==> src/design/mqs_pkg.sv <==
// Shared types and constants for the multi-queue shared store.
package mqs_pkg;

   localparam int DATA_W = 32;
   localparam int QID_W  = 2;
   localparam int STAT_W = 2;

   localparam logic OP_ENQ = 1'b0;
   localparam logic OP_DEQ = 1'b1;

   localparam logic [STAT_W-1:0] STATUS_OK    = 2'd0;
   localparam logic [STAT_W-1:0] STATUS_FULL  = 2'd1;
   localparam logic [STAT_W-1:0] STATUS_EMPTY = 2'd2;

   typedef struct packed {
      logic capture;
      logic execute;
      logic load_rsp;
   } cmd_type;

endpackage

==> src/design/mqs_req_if.sv <==
// Request channel: operation, queue number and data word.
interface mqs_req_if import mqs_pkg::*; ();
   logic                     valid;
   logic                     ready;
   logic                     op;
   logic [QID_W-1:0]         queue_id;
   logic signed [DATA_W-1:0] value;

   modport source (output valid, output op, output queue_id, output value, input ready);
   modport sink   (input valid, input op, input queue_id, input value, output ready);
endinterface

==> src/design/mqs_rsp_if.sv <==
// Response channel: status code and dequeued word.
interface mqs_rsp_if import mqs_pkg::*; ();
   logic                     valid;
   logic                     ready;
   logic [STAT_W-1:0]        status;
   logic signed [DATA_W-1:0] data;

   modport source (output valid, output status, output data, input ready);
   modport sink   (input valid, input status, input data, output ready);
endinterface

==> src/design/mqs_ctrl.sv <==
// Sequencer: accept a beat, run it through the datapath, hand off the result.
module mqs_ctrl import mqs_pkg::*; (
   input  logic    clock,
   input  logic    reset,
   input  logic    req_valid,
   output logic    req_ready,
   output logic    rsp_valid,
   input  logic    rsp_ready,
   output cmd_type cmd
);

   localparam logic [1:0] ST_IDLE = 2'd0;
   localparam logic [1:0] ST_EXEC = 2'd1;
   localparam logic [1:0] ST_POST = 2'd2;

   logic [1:0] state_ff, state_in;
   logic       rsp_valid_ff, rsp_valid_in;
   logic       out_free;

   assign out_free  = !rsp_valid_ff || rsp_ready;
   assign req_ready = (state_ff == ST_IDLE);
   assign rsp_valid = rsp_valid_ff;

   always_comb begin
      state_in     = state_ff;
      cmd.capture  = 1'b0;
      cmd.execute  = 1'b0;
      cmd.load_rsp = 1'b0;
      case (state_ff)
         ST_IDLE: begin
            if (req_valid) begin
               cmd.capture = 1'b1;
               state_in    = ST_EXEC;
            end
         end
         ST_EXEC: begin
            cmd.execute = 1'b1;
            state_in    = ST_POST;
         end
         ST_POST: begin
            // hold until the output register is free
            if (out_free) begin
               cmd.load_rsp = 1'b1;
               state_in     = ST_IDLE;
            end
         end
         default: begin
            state_in = ST_IDLE;
         end
      endcase
   end

   always_comb begin
      rsp_valid_in = rsp_valid_ff;
      if (cmd.load_rsp) begin
         rsp_valid_in = 1'b1;
      end else if (rsp_ready) begin
         rsp_valid_in = 1'b0;
      end
   end

   always_ff @(posedge clock) begin
      if (reset) begin
         state_ff     <= ST_IDLE;
         rsp_valid_ff <= 1'b0;
      end else begin
         state_ff     <= state_in;
         rsp_valid_ff <= rsp_valid_in;
      end
   end

endmodule

==> src/design/mqs_datapath.sv <==
// Queue pointers, shared word store and result registers.
module mqs_datapath import mqs_pkg::*; #(
   parameter int NUM_QUEUES = 4,
   parameter int SEG_DEPTH  = 16
) (
   input  logic                     clock,
   input  logic                     reset,
   input  cmd_type                  cmd,
   input  logic                     req_op,
   input  logic [QID_W-1:0]         req_queue_id,
   input  logic signed [DATA_W-1:0] req_value,
   output logic [STAT_W-1:0]        rsp_status,
   output logic signed [DATA_W-1:0] rsp_data
);

   localparam int OFF_W  = $clog2(SEG_DEPTH);
   localparam int QIX_W  = (NUM_QUEUES > 1) ? $clog2(NUM_QUEUES) : 1;
   localparam int WORDS  = NUM_QUEUES * SEG_DEPTH;
   localparam int ADDR_W = $clog2(WORDS);

   // captured request
   logic                     op_ff;
   logic [QID_W-1:0]         qid_ff;
   logic signed [DATA_W-1:0] value_ff;

   // per-queue state
   logic [OFF_W-1:0] head_ff [NUM_QUEUES];
   logic [OFF_W-1:0] tail_ff [NUM_QUEUES];
   logic [OFF_W-1:0] head_in [NUM_QUEUES];
   logic [OFF_W-1:0] tail_in [NUM_QUEUES];
   logic [NUM_QUEUES-1:0] occ_ff, occ_in;

   // shared store
   logic [DATA_W-1:0] store_ff [WORDS];
   logic [DATA_W-1:0] rdata_ff;

   // result pending between execute and hand-off
   logic [STAT_W-1:0] pend_status_ff;
   logic              pend_deq_ok_ff;
   logic [STAT_W-1:0] rsp_status_ff;
   logic [DATA_W-1:0] rsp_data_ff;

   logic              in_range;
   logic [QIX_W-1:0]  qix;
   logic [OFF_W-1:0]  head, tail, next_tail, next_head;
   logic              occ, full;
   logic              enq_first, enq_ok, deq_ok;
   logic [ADDR_W-1:0] base, wr_addr, rd_addr;
   logic [STAT_W-1:0] status_calc;

   assign in_range  = (32'(qid_ff) < 32'(NUM_QUEUES));
   assign qix       = QIX_W'(qid_ff);
   assign head      = head_ff[qix];
   assign tail      = tail_ff[qix];
   assign occ       = occ_ff[qix];
   assign next_tail = (tail == OFF_W'(SEG_DEPTH - 1)) ? '0 : tail + OFF_W'(1);
   assign next_head = (head == OFF_W'(SEG_DEPTH - 1)) ? '0 : head + OFF_W'(1);
   assign full      = occ && (next_tail == head);

   assign enq_first = in_range && (op_ff == OP_ENQ) && !occ;
   assign enq_ok    = in_range && (op_ff == OP_ENQ) && occ && !full;
   assign deq_ok    = in_range && (op_ff == OP_DEQ) && occ;

   assign base    = ADDR_W'(qix) * ADDR_W'(SEG_DEPTH);
   assign wr_addr = base + (enq_first ? ADDR_W'(0) : ADDR_W'(next_tail));
   assign rd_addr = base + ADDR_W'(head);

   always_comb begin
      if (op_ff == OP_ENQ) begin
         status_calc = (enq_first || enq_ok) ? STATUS_OK : STATUS_FULL;
      end else begin
         status_calc = deq_ok ? STATUS_OK : STATUS_EMPTY;
      end
   end

   always_comb begin
      head_in = head_ff;
      tail_in = tail_ff;
      occ_in  = occ_ff;
      if (cmd.execute) begin
         if (enq_first) begin
            head_in[qix] = '0;
            tail_in[qix] = '0;
            occ_in[qix]  = 1'b1;
         end else if (enq_ok) begin
            tail_in[qix] = next_tail;
         end else if (deq_ok) begin
            if (head == tail) begin
               // last word leaves: mark empty and rewind
               occ_in[qix]  = 1'b0;
               head_in[qix] = '0;
               tail_in[qix] = '0;
            end else begin
               head_in[qix] = next_head;
            end
         end
      end
   end

   always_ff @(posedge clock) begin
      if (reset) begin
         occ_ff <= '0;
         for (int i = 0; i < NUM_QUEUES; i++) begin
            head_ff[i] <= '0;
            tail_ff[i] <= '0;
         end
      end else begin
         occ_ff  <= occ_in;
         head_ff <= head_in;
         tail_ff <= tail_in;
      end
   end

   always_ff @(posedge clock) begin
      if (cmd.capture) begin
         op_ff    <= req_op;
         qid_ff   <= req_queue_id;
         value_ff <= req_value;
      end
      if (cmd.execute) begin
         pend_status_ff <= status_calc;
         pend_deq_ok_ff <= deq_ok;
      end
      if (cmd.load_rsp) begin
         rsp_status_ff <= pend_status_ff;
         rsp_data_ff   <= pend_deq_ok_ff ? rdata_ff : '0;
      end
   end

   always_ff @(posedge clock) begin
      if (cmd.execute && (enq_first || enq_ok)) begin
         store_ff[wr_addr] <= value_ff;
      end
      if (cmd.execute && deq_ok) begin
         rdata_ff <= store_ff[rd_addr];
      end
   end

   assign rsp_status = rsp_status_ff;
   assign rsp_data   = rsp_data_ff;

endmodule

==> src/design/multi_queue_shared_store_top.sv <==
// Top level: several FIFO queues sharing one word store, one operation per beat.
// Each request runs capture, execute with store access, then hand-off to the output;
//    a new request is accepted only after the previous one has been handed off, and
//    the store read is registered, so the execute step and the hand-off are separate.
// A response waiting in the output register stalls only the hand-off step.
// Reset (synchronous, active high) empties every queue and rewinds its pointers; store
//    words hold no defined value until written and are never read before that.
module multi_queue_shared_store_top import mqs_pkg::*; #(
   parameter int NUM_QUEUES = 4,
   parameter int SEG_DEPTH  = 16
) (
   input  logic      clock,
   input  logic      reset,
   mqs_req_if.sink   req_if,
   mqs_rsp_if.source rsp_if
);

   cmd_type cmd;

   // sequencer: one beat in flight at a time
   mqs_ctrl u_ctrl (
      .clock     (clock),
      .reset     (reset),
      .req_valid (req_if.valid),
      .req_ready (req_if.ready),
      .rsp_valid (rsp_if.valid),
      .rsp_ready (rsp_if.ready),
      .cmd       (cmd)
   );

   // pointers, store and output payload
   mqs_datapath #(
      .NUM_QUEUES (NUM_QUEUES),
      .SEG_DEPTH  (SEG_DEPTH)
   ) u_datapath (
      .clock        (clock),
      .reset        (reset),
      .cmd          (cmd),
      .req_op       (req_if.op),
      .req_queue_id (req_if.queue_id),
      .req_value    (req_if.value),
      .rsp_status   (rsp_if.status),
      .rsp_data     (rsp_if.data)
   );

endmodule

==> src/flat_wrapper.sv <==
// flat-port wrapper written by rule: the top's interface ports become plain ports
module multi_queue_shared_store_top_flat import mqs_pkg::*;
#(
   parameter int NUM_QUEUES = 4,
   parameter int SEG_DEPTH  = 16
)
  (clock, reset, req_if_valid, req_if_op, req_if_queue_id, req_if_value, req_if_ready, rsp_if_valid, rsp_if_status, rsp_if_data, rsp_if_ready);
  mqs_req_if req_if_i ();
  mqs_rsp_if rsp_if_i ();
  input  logic clock;
  input  logic reset;
  input wire logic [$bits(req_if_i.valid)-1:0] req_if_valid;
  input wire logic [$bits(req_if_i.op)-1:0] req_if_op;
  input wire logic [$bits(req_if_i.queue_id)-1:0] req_if_queue_id;
  input wire logic [$bits(req_if_i.value)-1:0] req_if_value;
  output wire logic [$bits(req_if_i.ready)-1:0] req_if_ready;
  output wire logic [$bits(rsp_if_i.valid)-1:0] rsp_if_valid;
  output wire logic [$bits(rsp_if_i.status)-1:0] rsp_if_status;
  output wire logic [$bits(rsp_if_i.data)-1:0] rsp_if_data;
  input wire logic [$bits(rsp_if_i.ready)-1:0] rsp_if_ready;
  assign req_if_i.valid = req_if_valid;
  assign req_if_i.op = req_if_op;
  assign req_if_i.queue_id = req_if_queue_id;
  assign req_if_i.value = req_if_value;
  assign req_if_ready = req_if_i.ready;
  assign rsp_if_valid = rsp_if_i.valid;
  assign rsp_if_status = rsp_if_i.status;
  assign rsp_if_data = rsp_if_i.data;
  assign rsp_if_i.ready = rsp_if_ready;
  multi_queue_shared_store_top #(.NUM_QUEUES(NUM_QUEUES), .SEG_DEPTH(SEG_DEPTH)) u_core (.clock(clock), .reset(reset), .req_if(req_if_i), .rsp_if(rsp_if_i));
endmodule
==> config.mk <==
export PLATFORM = sky130hd
export DESIGN_NAME = multi_queue_shared_store_top_flat
export DESIGN_NICKNAME = d
export VERILOG_FILES = /design/src/design/mqs_pkg.sv /design/src/design/mqs_req_if.sv /design/src/design/mqs_rsp_if.sv /design/src/design/mqs_ctrl.sv /design/src/design/mqs_datapath.sv /design/src/design/multi_queue_shared_store_top.sv /design/src/flat_wrapper.sv
export SDC_FILE = /design/constraint.sdc
export NUM_CORES = 2
export LEC_CHECK = 0
export ABC_AREA = 0
export ABC_CLOCK_PERIOD_IN_PS = 5100
export BUFFER_PORTS_ARGS = -buffer_cell sky130_fd_sc_hd__buf_2
export CORE_ASPECT_RATIO = 1.25
export CORE_UTILIZATION = 50
export DETAILED_ROUTE_END_ITERATION = 16
export GPL_TIMING_DRIVEN = 0
export PLACE_DENSITY = 0.74
export SLEW_MARGIN = 20
export SYNTH_ARGS = -nofsm -noshare
export SYNTH_HDL_FRONTEND = slang
export SYNTH_SLANG_ARGS = --single-unit
==> constraint.sdc <==
create_clock -name clock -period 5.1 [get_ports clock]
set_input_delay 0.765 -clock clock [delete_from_list [all_inputs] [get_ports clock]]
set_output_delay 0.765 -clock clock [all_outputs]
set_load 0.02 [all_outputs]
## Word level (Yosys, flattened, before mapping)

Memories as Yosys holds them, arrays and structs flattened. A register that Yosys moved wholly into a read port is not among the register bits.
Cells that the tools add are included.
W data, S select, Z words.

| word-level totals | value |
|---|---|
| bits in registers | 111 |
| bits in latches | 0 |
| bits in writable memories | 2,048 |
| memory bits (read-only) | 0 |
| bits of input ports | 39 |
| memories kept | 1 |

| operators by class | value |
|---|---|
| add/sub/neg operators | 4 |
| multipliers | 0 |
| div/mod/pow operators | 0 |
| magnitude comparators | 4 |
| equal/unequal tests | 9 |
| shift operators | 0 |
| multiplexer cells | 44 |
| bitwise operators | 8 |
| reduce and logical (&&, ||, !) cells | 24 |

Memories:

| memory | words | bits a word | rd ports | clocked after Yosys merged registers in | wr ports | line | source |
|---|---|---|---|---|---|---|---|
| u_core.u_datapath.store_ff | 64 | 32 | 1 | 1 | 1 | mqs_datapath.sv:34 | `logic [DATA_W-1:0] store_ff [WORDS];` |

Operators with widths:

| cell | count |
|---|---|
| $mux W16 | 8 |
| $mux W4 | 12 |
| $and A16 B16 Y16 | 2 |
| $bwmux W16 | 2 |
| $bmux W4 S2 | 2 |
| $not A16 Y16 | 1 |
| $add A6 B4 Y6 | 2 |
| $mux W1 | 12 |
| $logic_and A1 B1 Y1 | 9 |
| $add A4 B1 Y4 const B | 2 |
| $demux W4 S2 | 1 |
| $eq A4 B4 Y1 | 2 |
| $eq A4 B4 Y1 const B | 2 |
| $mux W2 | 4 |
| $ne A2 B2 Y1 const B | 3 |
| $pmux W2 S3 | 1 |
| $reduce_and A3 Y1 | 2 |
| $reduce_bool A2 Y1 | 3 |
| $reduce_bool A3 Y1 | 2 |
| $and A4 B4 Y4 | 1 |
| $not A4 Y4 | 1 |
| $or A4 B4 Y4 | 1 |
| $reduce_and A4 Y1 | 1 |
| $ge A3 B3 Y1 const B | 1 |
| 13 further kinds | 16 |

## Longest topological paths before layout

| logic depth | value |
|---|---|
| depth in word-level cells | 14 |
| depth in mapped cells | 12 |
| gate-level depth less buffers | 8 |

## By module

Synthesis repeated with hierarchy kept, for this count alone.

| unflattened totals | value |
|---|---|
| cells, all modules | 4,069 |
| area total of the unflattened synthesis | 84,126.9 sq um |

By module, submodules not included:

| module | instances | cells each | area each (sq um) |
|---|---|---|---|
| mqs_datapath | 1 | 4,055 | 83,980.5 |
| mqs_ctrl | 1 | 14 | 146.4 |

## Least setup slack after synthesis

Ideal clock, no wire load.

| path | value |
|---|---|
| kind | reg-to-reg |
| from | register u_core.u_datapath.qid_ff[0] |
| to | memory u_core.u_datapath.store_ff[24][0] (enable) |
| library setup time | 461 ps |
| data arrival time | 4,675 ps |
| required time | 4,639 ps |
| slack | -36 ps |
| cell stages (with the launch flop) | 11 |
| path buffers | 2 |
| cell sequence | edfxtp_1 > buf_6 > mux4_2 > ha_1 > a31oi_1 > xor2_1 > o41ai_2 > o21ai_1 > buf_4 > a21oi_1 > nor3_1 |

| on the way | value |
|---|---|
| word-level cells in the longest chain between the ends | 14 |
| elaborated cells on any way between the ends | 25 |

Ends and longest elaborated chain:

| item | line | source |
|---|---|---|
| start: declaration | mqs_datapath.sv:23 | `logic [QID_W-1:0] qid_ff;` |
| start signal: assignment | mqs_datapath.sv:117 | `qid_ff <= req_queue_id;` |
| $not A2 Y3 (implied by the code) | mqs_datapath.sv:53, mqs_datapath.sv:54 |  |
| $bmux W4 S2 | mqs_datapath.sv:54 | `assign tail = tail_ff[qix];` |
| $mux W4 (implied by the code) (2 in series) | mqs_datapath.sv:54 |  |
| $add A4 B1 Y4 / $eq A4 B4 Y1 (equally long branches) | mqs_datapath.sv:56 | `assign next_tail = (tail == OFF_W'(SEG_DEPTH - 1)) ? '0 : tail + OFF_W'(1);` |
| $mux W4 | mqs_datapath.sv:56 |  |
| $eq A4 B4 Y1 | mqs_datapath.sv:58 | `assign full = occ && (next_tail == head);` |
| $logic_and A1 B1 Y1 | mqs_datapath.sv:58 |  |
| $logic_not A1 Y1 | mqs_datapath.sv:61 | `assign enq_ok = in_range && (op_ff == OP_ENQ) && occ && !full;` |
| $logic_and A1 B1 Y1 | mqs_datapath.sv:61 |  |
| $logic_or A1 B1 Y1 | mqs_datapath.sv:131 | `if (cmd.execute && (enq_first \|\| enq_ok)) begin` |
| $logic_and A1 B1 Y1 | mqs_datapath.sv:131 |  |
| $mux W1 | mqs_datapath.sv:131 |  |
| $mux W1 (implied by the code) | mqs_datapath.sv:132 | `store_ff[wr_addr] <= value_ff;` |
| end: declaration | mqs_datapath.sv:34 |  |

Several ways; a longest one is shown, not always the timed one. The select of a mux whose other input is x is not followed.

## Final worst setup path

| path | value |
|---|---|
| from | register u_core.u_datapath.qid_ff[1] |
| to | register u_core.u_datapath.rdata_ff[18], read port of u_core.u_datapath.store_ff, data pin |

| on the way | value |
|---|---|
| word-level cells in the longest chain between the ends | 5 |
| elaborated cells on any way between the ends | 9 |

Ends and longest elaborated chain:

| item | line | source |
|---|---|---|
| $not A2 Y3 (implied by the code) | mqs_datapath.sv:53 | `assign head = head_ff[qix];` |
| $bmux W4 S2 | mqs_datapath.sv:53 |  |
| $mux W4 (implied by the code) (2 in series) | mqs_datapath.sv:53 |  |
| $add A6 B4 Y6 | mqs_datapath.sv:66 | `assign rd_addr = base + ADDR_W'(head);` |
| end: declaration | mqs_datapath.sv:35 | `logic [DATA_W-1:0] rdata_ff;` |

Several ways; a longest one is shown, not always the timed one. The select of a mux whose other input is x is not followed.
A chain may end at the register's enable or synchronous reset.

==> run summary <==
The run finished, with violations left. The final reports fail on setup timing. The worst hold slack across all endpoints is 0.0905 ns.

The most numerous cell type found on the critical path is sky130_fd_sc_hd__mux4_2. TritonCTS built the clock tree. Total of warnings raised by yosys: 0.

The largest delay contributor family on the critical path was buffers and inverters. The run gives 41576 as the via count of the first global-routing pass. In the routed layout, each cell is associated on average with a via count of 6.64. The kind of critical path is register to register. The die covers 168000 sq um.

Between clock sinks in the finished design, the worst skew comes to 0.0411 ns. The post-synthesis area per instance is 24.5 sq um, and the number of antenna violations at the first check in global routing is 21. The logs give 0 for the number of hold violations in the final report and 5859 for the number of instances in the placed design.

For the number of CTS-inserted buffers, the log shows 190. The slew at the pin closest to its max-slew limit is 1.27 ns. The worst path needs 5.38 ns of the cycle, external delays included.

In the global route stage, overall resource usage came out at 27.7%. The distinct cell type count of the synthesized netlist was 45; the gate count after technology mapping was 3394. The switching power summed over all nets was 0.00712 W; the async set-reset flop share out of synthesis was 0%. The tools report the final total power as 0.0351 W. Of the total power, the share spent switching nets is 20.3%. The cell with the largest stage delay on the worst path is sky130_fd_sc_hd__clkbuf_1. The count of final setup violators is 3. The tools report the maximum buffer depth of the clock tree as 3. The worst hold path begins at req_if_op. The most instantiated flip-flop cell in the synthesis netlist was sky130_fd_sc_hd__edfxtp_1.

For the count of final max-slew check failures, the log shows 0. Power spread over the standard cell area amounts to 359 nW/um^2. For the placed wire-length estimate after detailed placement, the log shows 151000 microns.

The count of TritonRoute iterations in the first routing pass was 7. The smallest setup slack after layout was -0.281 ns; the count of port buffers added during placement was 73. The height of the chip works out to 458 microns. The number of synthesized register bits works out to 2191. In this run the worst setup path terminates at u_core.u_datapath.rdata_ff[18]. The area of all placed cells without fillers is 97700 sq um, and the number of nets in the layout is 3997. The final wirelength is 237000 microns.

The clock network is responsible for 41.2% of the overall power. The maximum clock rate was 186 MHz; the number of standard-cell rows in the floorplan was 166. The clock drives 2191 sinks. For this design the static power due to leakage is 30.2 nW.

The routed length per instance came out at 37.6 microns. The critical path contains buffers and inverters numbering 4 combined. The tools report the category of the worst setup path capture point as a register. The tree is rooted in a sky130_fd_sc_hd__clkbuf_16. Traced cell by cell, the critical path runs through buf_2 > mux4_2 > buf_2 > clkbuf_1 > clkbuf_1 > mux4_2 > mux4_2 > a22oi_1 > nand2_1. Length in cells of the worst reg-to-reg path: 9. The run gives 15.2% as the worst-case headroom to the max-slew limit. The setup total negative slack was -0.488 ns.

Once the floorplan was initialized, standard cells occupied 50.6% of the core. The logs give 4 for the number of H-tree levels and 3438 for the number of nets produced by synthesis. The tools report the number of top-level pins as 75. The tools report the endpoint of the most critical register-to-register path as u_core.u_datapath.rdata_ff[18]. The combinational share of power came out at 2.1%.

Setup repair after global routing could not meet its margin everywhere. The congestion estimate from routability-driven global placement came to 0.923. The share of the yosys chip area belonging to registers was 78.6%. Clock latency on the worst-skew pair, taken at its later pin, is 0.87 ns. Clock-pin slew was measured on the worst setup and hold paths at 0.07 ns. The count of antenna-violating nets left after detailed routing is 0, and the peak ir drop on the vdd network is 0.000371 V. Counting flops with a built-in enable in the synthesized netlist gives 2152. Setup slack on the worst reg-to-reg path comes out at -0.28 ns.

Data on the critical path is required at its endpoint by 5.67 ns. The violation count after the first detailed-routing iteration was 6435. The total stage count of the critical path is 9. On the worst path, the slowest cell contributes a delay of 0.72 ns. Leaving out fill and tap cells, the most frequent cell in the layout is sky130_fd_sc_hd__edfxtp_1. The total area inside the core boundary comes to 164000 sq um. The fraction of layout instances using a drive strength above 1 was 35.3%.

The min-delay analysis places its worst path in the category primary input to register. The top cell types in the final layout, fill and taps aside, are sky130_fd_sc_hd__edfxtp_1 (2152), sky130_fd_sc_hd__mux4_2 (649), sky130_fd_sc_hd__clkbuf_16 (194), sky130_fd_sc_hd__buf_2 (133), sky130_fd_sc_hd__clkbuf_1 (124). Startpoint of the lowest-slack register-to-register path: u_core.u_datapath.qid_ff[1]. The area of placed instances is 90600 sq um. Internal power comes to 0.0280 W. The tools report the final instance count without filler cells as 6302.

In this run the worst path has a maximum fanout of 10. Detailed routing inserted a total of 41854 vias. In the finished design, the share of the clock period the worst path needs comes to 106%. Sequential share of power: 56.8%. The signed area change from the synthesized netlist to the final layout is 17.5%. Remaining global-route overflow: 0. The tool flagged a number of max-cap violations equal to 0.

From left edge to right edge, the die measures 367 microns. Element type at the critical path start: a register. Summing every instance area after synthesis gives 83200 sq um.

Counting the fill cells in the layout gives 10806. Tracing the worst setup path back leads to its startpoint at u_core.u_datapath.qid_ff[1]. Entering global routing, the biggest net connects 37 pins. The wire length of the first global-routing pass is 320000 microns, and the data arrival time at the worst-slack endpoint is 5.95 ns. After detailed routing, the number of remaining DRC violations is 0.
-- synth_stat cells (13+ instances only) --
library cell,instances,area (sq um)
sky130_fd_sc_hd__a22oi_1,64,480
sky130_fd_sc_hd__and2_1,35,219
sky130_fd_sc_hd__buf_1,19,71.3
sky130_fd_sc_hd__buf_2,59,295
sky130_fd_sc_hd__clkbuf_1,92,345
sky130_fd_sc_hd__dfxtp_1,39,781
sky130_fd_sc_hd__edfxtp_1,2152,64600
sky130_fd_sc_hd__mux2i_1,19,190
sky130_fd_sc_hd__mux4_2,649,14600
sky130_fd_sc_hd__nand2_1,56,210
sky130_fd_sc_hd__nand2b_1,25,156
sky130_fd_sc_hd__nor2_1,66,248
sky130_fd_sc_hd__nor3_1,13,65.1
-- state kept, by name (all words and copies together), names as in the netlist, named ones only --
register	cells
u_core.u_datapath.store_ff	2048
u_core.u_datapath.rsp_data	32
u_core.u_ctrl.state_ff	2
u_core.u_datapath.op_ff	1
u_core.u_datapath.pend_status_ff	2
u_core.u_datapath.qid_ff	2
u_core.u_datapath.rdata_ff	32
u_core.u_datapath.head_ff	16
u_core.u_datapath.tail_ff	16
u_core.u_datapath.value_ff	32
u_core.u_ctrl.rsp_valid	1
u_core.u_datapath.pend_deq_ok_ff	1
u_core.u_datapath.rsp_status	2
-- power by group through the flow --
stage	logic (W)	clock network, W	registers, W
floorplan	0.000126	0	0.0204
global placement	0.000239	0	0.0206
detailed placement	0.000679	0	0.0203
CTS	0.000687	0.0145	0.0199
global route	0.000742	0.0151	0.0199
finish	0.000727	0.0145	0.0199
-- how the worst min path moves through the flow --
stage                                           end  slack, ns  cells after the start
floorplan           u_core.u_datapath.rsp_status[0]       0.40                      0
global placement       u_core.u_datapath.tail_ff[5]       0.44                      1
detailed placement     u_core.u_datapath.tail_ff[1]       0.45                      1
CTS                         u_core.u_datapath.op_ff       0.04                      1
global route                u_core.u_datapath.op_ff       0.06                      1
finish                      u_core.u_datapath.op_ff       0.09                      1
-- kinds of logic (layout without fill, tap and decap cells) --
| group | after synthesis | count (layout) | synth area share [%] |
|---|---|---|---|
| flops | 2191 | 2191 | 78.6 |
| buf+inv | 185 | 903 | 1.01 |
| xor+xnor | 10 | 10 | 0.114 |
| fa+ha+maj | 5 | 5 | 0.0752 |
| mux | 669 | 669 | 17.8 |
| other cells | 0 | 6 | 0 |
| simple gates | 220 | 220 | 1.30 |
| compound gates | 114 | 114 | 1.03 |
-- layout make-up --
type | count | area [sq um] | area share [%]
Buffer | 180 | 832 | 0.851
Multi-Input combinational cell | 1018 | 17500 | 17.9
Tap cell | 2184 | 2730 | 2.80
Sequential cell | 2191 | 65400 | 66.9
Clock inverter | 117 | 1110 | 1.14
Antenna cell | 6 | 15.0 | 0.0154
Clock buffer | 234 | 5030 | 5.15
Timing Repair Buffer | 367 | 5100 | 5.22
Inverter | 5 | 18.8 | 0.0192
-- layer usage --
metal	routed length [microns]	vias up	GRT usage, %
met5	92	-	0
met4	18000	14	17.4
met3	27600	751	7.37
met2	115000	3333	44.6
met1	76400	21951	33.4
li1	-	15805	-
-- per-stage QoR --
step           setup slack [ns]  util [%]
4_1_cts                  -0.218      59.0
3_3_place_gp              -3.40      52.4
6_report                 -0.281      59.4
3_5_place_dp             -0.291      55.0
5_1_grt                  -0.247      59.4
2_1_floorplan           -0.0358         -
-- what timing repair did --
action | CTS | global route
endpoints found under the hold margin | 0 | 0
setup endpoints to repair | 683 | 623
gates cloned | 0 | 0
pin swaps | 9 | 23
setup buffers | 30 | 56
hold buffers | 0 | 0
resized for setup | 4 | 17
No activity file was read; power rests on OpenSTA's default activity.
